[src/design/vwd_pkg.sv]
// shared types, constants and register codes for the vertex weld block
package vwd_pkg;

  localparam int MAX_UNIQUE_DEF = 256;

  localparam int TOL_W   = 31;
  localparam int SCALE_W = 24;
  localparam int COORD_W = 32;

  localparam logic [TOL_W-1:0]   TOL_RESET   = 31'd3277;   // about 0.05 in q16.16
  localparam logic [SCALE_W-1:0] SCALE_RESET = 24'd65536;  // 1.0 in q8.16

  // configuration register indexes
  typedef enum logic [0:0] {
    CFG_WELD_TOL = 1'b0,
    CFG_SCALE    = 1'b1
  } vwd_cfg_idx_t;

  typedef struct packed {
    logic signed [COORD_W-1:0] coord_x;
    logic signed [COORD_W-1:0] coord_y;
    logic signed [COORD_W-1:0] coord_z;
    logic                      end_of_set;
  } vwd_in_t;

  typedef struct packed {
    logic signed [COORD_W-1:0] out_x;
    logic signed [COORD_W-1:0] out_y;
    logic signed [COORD_W-1:0] out_z;
    logic [7:0]                entry_index;
    logic                      is_new;
    logic                      table_full;
    logic [8:0]                unique_count;
  } vwd_out_t;

  // search token handed from cell to cell
  typedef struct packed {
    logic                      vld;
    logic                      found;
    logic                      is_new;
    logic                      eos;
    logic signed [COORD_W-1:0] x;
    logic signed [COORD_W-1:0] y;
    logic signed [COORD_W-1:0] z;
  } vwd_tok_t;

endpackage

[src/design/vwd_cell.sv]
// one list entry: compares the passing token, appends it at the end of the list
module vwd_cell #(
  parameter int CELL_IDX = 0,
  parameter int IDX_W    = 8,
  parameter int CNT_W    = 9
) (
  input  logic                      clk,
  input  logic                      rst_n,
  input  logic [CNT_W-1:0]          count_i,
  input  logic [vwd_pkg::TOL_W-1:0] tol_i,
  input  vwd_pkg::vwd_tok_t         tok_i,
  input  logic [IDX_W-1:0]          idx_i,
  output vwd_pkg::vwd_tok_t         tok_o,
  output logic [IDX_W-1:0]          idx_o
);

  logic signed [vwd_pkg::COORD_W-1:0] ent_x_r;
  logic signed [vwd_pkg::COORD_W-1:0] ent_y_r;
  logic signed [vwd_pkg::COORD_W-1:0] ent_z_r;

  vwd_pkg::vwd_tok_t tok_r, tok_nxt;
  logic [IDX_W-1:0]  idx_r, idx_nxt;

  logic in_list;
  logic at_end;
  logic searching;
  logic hit;
  logic app;

  // |a - b| < tol on one axis, 33-bit difference
  function automatic logic axis_near(input logic signed [31:0] a,
                                     input logic signed [31:0] b,
                                     input logic [30:0] tol);
    logic signed [32:0] d;
    logic [32:0]        mag;
    d   = {a[31], a} - {b[31], b};
    mag = d[32] ? 33'(-d) : 33'(d);
    return mag < {2'b00, tol};
  endfunction

  assign in_list   = CNT_W'(CELL_IDX) < count_i;
  assign at_end    = CNT_W'(CELL_IDX) == count_i;
  assign searching = tok_i.vld && !tok_i.found;
  assign hit = searching && in_list &&
               axis_near(tok_i.x, ent_x_r, tol_i) &&
               axis_near(tok_i.y, ent_y_r, tol_i) &&
               axis_near(tok_i.z, ent_z_r, tol_i);
  assign app = searching && at_end;

  always_comb begin
    tok_nxt = tok_i;
    idx_nxt = idx_i;
    if (hit) begin
      tok_nxt.found = 1'b1;
      tok_nxt.x     = ent_x_r;
      tok_nxt.y     = ent_y_r;
      tok_nxt.z     = ent_z_r;
      idx_nxt       = IDX_W'(CELL_IDX);
    end else if (app) begin
      tok_nxt.found  = 1'b1;
      tok_nxt.is_new = 1'b1;
      idx_nxt        = IDX_W'(CELL_IDX);
    end
  end

  always_ff @(posedge clk) begin
    if (!rst_n) begin
      tok_r.vld <= 1'b0;
    end else begin
      tok_r <= tok_nxt;
    end
    idx_r <= idx_nxt;
  end

  // entry storage, written only on append
  always_ff @(posedge clk) begin
    if (app) begin
      ent_x_r <= tok_i.x;
      ent_y_r <= tok_i.y;
      ent_z_r <= tok_i.z;
    end
  end

  assign tok_o = tok_r;
  assign idx_o = idx_r;

endmodule

[config.mk]
export PLATFORM = sky130hd
export DESIGN_NAME = vwd_cell
export DESIGN_NICKNAME = d
export VERILOG_FILES = /design/src/design/vwd_pkg.sv /design/src/design/vwd_cell.sv
export SDC_FILE = /design/constraint.sdc
export NUM_CORES = 1
export LEC_CHECK = 0
export BUFFER_PORTS_ARGS = -buffer_cell sky130_fd_sc_hd__buf_2
export CELL_PAD_IN_SITES_DETAIL_PLACEMENT = 0
export CELL_PAD_IN_SITES_GLOBAL_PLACEMENT = 2
export CORE_ASPECT_RATIO = 1.4
export CORE_MARGIN = 10
export CORE_UTILIZATION = 40
export CTS_CLUSTER_SIZE = 16
export DETAILED_ROUTE_END_ITERATION = 6
export PLACE_DENSITY_LB_ADDON = 0.1
export SYNTH_ARGS = -nofsm -noshare
export SYNTH_HDL_FRONTEND = slang
export SYNTH_SLANG_ARGS = --single-unit
[constraint.sdc]
create_clock -name clk -period 10.93 [get_ports clk]
set_input_delay 1.093 -clock clk [delete_from_list [all_inputs] [get_ports clk]]
set_output_delay 1.093 -clock clk [all_outputs]
set_load 0.02 [all_outputs]
# Word-level counts from Yosys, hierarchy flattened
# Index checks and enable logic that the tools add are counted.
dict set report totals {
  register_bits 204
  input_bits 150
  output_inout_bits 108
  elab_cells 36
}
dict set report op_classes {
  n_addsub 6
  n_lt_le_gt_ge 4
  n_mux 6
  reduce_logical 9
}
# cell n
set ops {}
lappend ops {{$lt 33x31->1} 3}
lappend ops {{$mux 33} 3}
lappend ops {{$neg 33->33} 3}
lappend ops {{$sub 32x32->33} 3}
lappend ops {{$mux 96} 1}
lappend ops {{$logic_not 9->1} 1}
lappend ops {{$lt 1x9->1 const A} 1}
lappend ops {{$logic_and 1x1->1} 6}
lappend ops {{$mux 1} 2}
lappend ops {{$reduce_or 2->1} 1}
lappend ops {{$logic_not 1->1} 1}

# Logic depth before layout (Yosys ltp)
dict set report depth {
  word_depth 8
  ltp_mapped 30
  depth_no_buf 28
}

# Worst setup path before layout
# No wires, ideal clock.
dict set report synth_path {
  path_type {input port to flip-flop}
  start {input port tok_i[0] (netlist bit)}
  end {register tok_r (netlist bit tok_o[53]), data pin}
  setup_time_ns 0.262
  arrival_ns 6.843
  required_time_ns 10.668
  slack_ns 3.825
  path_stages 27
  n_path_buf 2
  cell_sequence {inv_1 > ha_1 > inv_1 > fa_1 > a211oi_1 > o21ai_0 > a21oi_1 > xnor2_1 > a211oi_1 > nand2b_1 > or3b_2 > nor4_1 > a21oi_1 > xnor2_1 > ha_1 > a21o_1 > a21o_1 > a21oi_1 > nor4bb_1 > a21oi_1 > a311oi_1 > nor4bb_1 > o2111ai_1 > a2111oi_4 > buf_4 > buf_4 > mux2_1}
}
# element line
set synth_rtl {}
lappend synth_rtl {{start: declaration} vwd_cell.sv:11} ;# input vwd_pkg::vwd_tok_t tok_i,
lappend synth_rtl {{end signal: assignment} vwd_cell.sv:70} ;# tok_r <= tok_nxt;
lappend synth_rtl {{end: declaration} vwd_cell.sv:21} ;# vwd_pkg::vwd_tok_t tok_r, tok_nxt;

==> metrics.txt <==
I/O Buffers 257; CP arrival 8.22 ns; 1st-iter DRT viols a little under 800; Least-Margin Pin Slew 1.02 ns; peak supply drop approximately 0.11 mV; unrepaired setup endpoints after global routing no; Hold/Removal Path Class reg2reg; final hold viol count 0; Via Count 15200; largest area contributor in the netlist edfxtp_1; Post-synth EDFFs ~200; P per Cell Area between 100 and 150 nW/um^2; Avg WL per Cell 20.1 um; total global routing overflow 0; Synth Area in Simple Gates 15.3%; setup ws final 3.00 ns; CP startpoint kind input pin; sinks on the clock net 204; CTS Buffer Depth 3; Mapped Nets about 2300; core area roughly 44000 um^2; flops & latches, synth 204; worst-skew pair later-pin latency 0.54 ns; Mapped Cells between 1500 and 2000; cell count after placement between 2000 and 3000; Via density 5.61; cts hold-fix bufs 0; main combinational cell family by area after synthesis compound AO/OA/AOI/OAI gates; fillers around 4400; nets@finish 2489; hpwl dp 44400 um; DIE AREA 53700 um^2; layout cells sized above 1 17.6%; post-route ant nets 0; Post-Synth Adder-Cell Area 13.6%; CP Max Fanout 105; row count 91; H-tree Lvls 1; Mean Syn Cell Area 9.30 um^2; synth top area cells edfxtp_1 33%, ha_1 13%, xnor2_1 5.0%; placed cell area roughly 20000 um^2; largest net degree at the start of global routing 106; drt pass-1 iters 5; Root Driver clkbuf_16; outcome completed; Post-Place Setup Slack around 2.6 ns; Ports 258; chip width between 150 and 200 um; Die Span Y 270 um; most frequent cells after synthesis 195 x edfxtp_1, 189 x ha_1, 162 x inv_1; TritonCTS clock tree yes; asr flop ratio synth 0%; synth warn 0; number of max-cap violations 0; DRT Wirelength 54500 um; Slew HR between 30 and 40%; GRT Util Overall 19.8%; setup TNS 0 ns; number of antenna diodes 0; initial antenna violation count 0; vias in the first global route 15400; CP Class in2reg; Area Growth Syn to Fin 13.6%; Top FF cell, synth edfxtp_1; final setup vio count 0; Static Leakage 8.46 nW; clk_skew 0.0166 ns; Critical Path End Type flop; required time of the critical path 11.21 ns; min cycle time layout 7.93 ns; fraction of synthesized cell area in xor and xnor cells 7.69%; Final Power 2.22 mW; sequential-to-total area share from yosys stat between 30% and 40%; Final Instance Count excl. Fillers 2717; CTS resizes 0; placer's final routability congestion estimate 0.892; total CTS buffers 22; post-synth cell types 85; mapped cell area 17900 um^2; Slew Limit Fails 0; max frequency 0.126 GHz; starting density of the core 40.5%; top cell type's share of synthesized area between 30% and 40%; period utilization between 70% and 80%; post-synthesis compound-gate area fraction 18.6%; first-pass GRT wire length ~86000 um; postcts setup bufs 0; drc violations 0; post-synthesis mux area share 6.20%; count leader, synth edfxtp_1; Worst-path clk slew ~0.060 ns; Final Instance Area 20300 um^2
## critical path, stage by stage
cell	delay [ns]
buf_2	0.11
inv_1	0.05
ha_1	0.16
inv_1	0.05
fa_1	0.41
a211oi_1	0.39
o21ai_0	0.30
a21oi_1	0.28
xnor2_1	0.17
a211oi_1	0.30
nand2b_1	0.14
or3b_2	0.51
nor4_1	0.60
nand3_1	0.20
o21a_1	0.24
xor2_1	0.16
ha_1	0.30
a22oi_1	0.19
nand4_1	0.16
nor4bb_1	0.30
a21oi_1	0.10
a311oi_1	0.18
nor4bb_1	0.26
o2111ai_1	0.21
a2111oi_4	0.29
buf_12	0.43
mux2_2	0.41
## metrics by stage
step	hold WS (ns)	utilization, %
5_1_grt	0.583	46.0
4_1_cts	0.566	46.0
6_report	0.562	46.0
3_3_place_gp	0.544	44.5
2_1_floorplan	0.535	-
3_5_place_dp	0.552	44.5
## layout make-up
class                      count  area, um^2  share of cell area, %
inverter                     162         608                   2.99
tap                          558         698                   3.43
timing repair buffer         264        1350                   6.66
multi-input combinational   1493       11000                   54.0
sequential                   204        6040                   29.7
clock inverter                 6        53.8                  0.265
clock buffer                  30         602                   2.96
## sequential cells by signal, indices dropped and copies added (netlist names)
signal / cells
ent_y_r: 32
idx_o: 8
ent_x_r: 32
tok_o: 100
ent_z_r: 32
## power by group
part | leakage, nW | total (mW) | switching [mW] | internal, mW
sequential | 1.91 | 0.893 | 0.00630 | 0.887
clock | 0.323 | 0.709 | 0.304 | 0.405
combinational | 6.23 | 0.622 | 0.376 | 0.247
total | 8.46 | 2.22 | 0.686 | 1.54
## path summary, 6_finish.rpt
kind | startpoint | slack [ns] | cells after the start | endpoint
worst max-delay path | tok_i[0] | 3.00 | 27 | tok_o[1]
worst min-delay path | ent_z_r[23] | 0.56 | 1 | tok_o[23]
worst max register to register | ent_z_r[0] | 3.35 | 25 | tok_o[1]
worst min register to register | ent_z_r[23] | 0.56 | 1 | tok_o[23]
## cell usage in the layout (no fill, tap or decap), types with 11 or more instances in the layout
cell,count
a211oi_1,30
a21o_1,33
a21oi_1,160
a31oi_1,22
and2_1,19
and3_1,14
buf_2,256
clkbuf_16,23
edfxtp_1,195
ha_1,189
inv_1,162
mux2_1,41
mux2_2,54
nand2_1,145
nand2b_1,12
nand3_1,42
nand4_1,44
nor2_1,115
nor2b_1,18
nor3_1,31
nor3b_1,19
nor4_1,13
o211ai_1,20
o21a_1,21
o21ai_0,103
o31ai_1,11
or3_1,13
xnor2_1,102
xor2_1,55
## layer usage
| metal | track usage [%] | part of all wire [%] | vias to the layer above | wire, um |
|---|---|---|---|---|
| met5 | 0 | 0 | - | 0 |
| met1 | 23.9 | 43 | 7291 | 23200 |
| met2 | 36.1 | 51 | 299 | 28000 |
| li1 | - | - | 7604 | - |
| met4 | 4.35 | 1.7 | 0 | 931 |
| met3 | 2.33 | 4.2 | 47 | 2310 |
## kinds of logic after synthesis
group           after synthesis
simple gates                532
compound gates              513
buf+inv                     227
xor+xnor                    157
fa+ha+maj                   192
flops                       204
mux                          99
(Power assumes the default switching activity.)
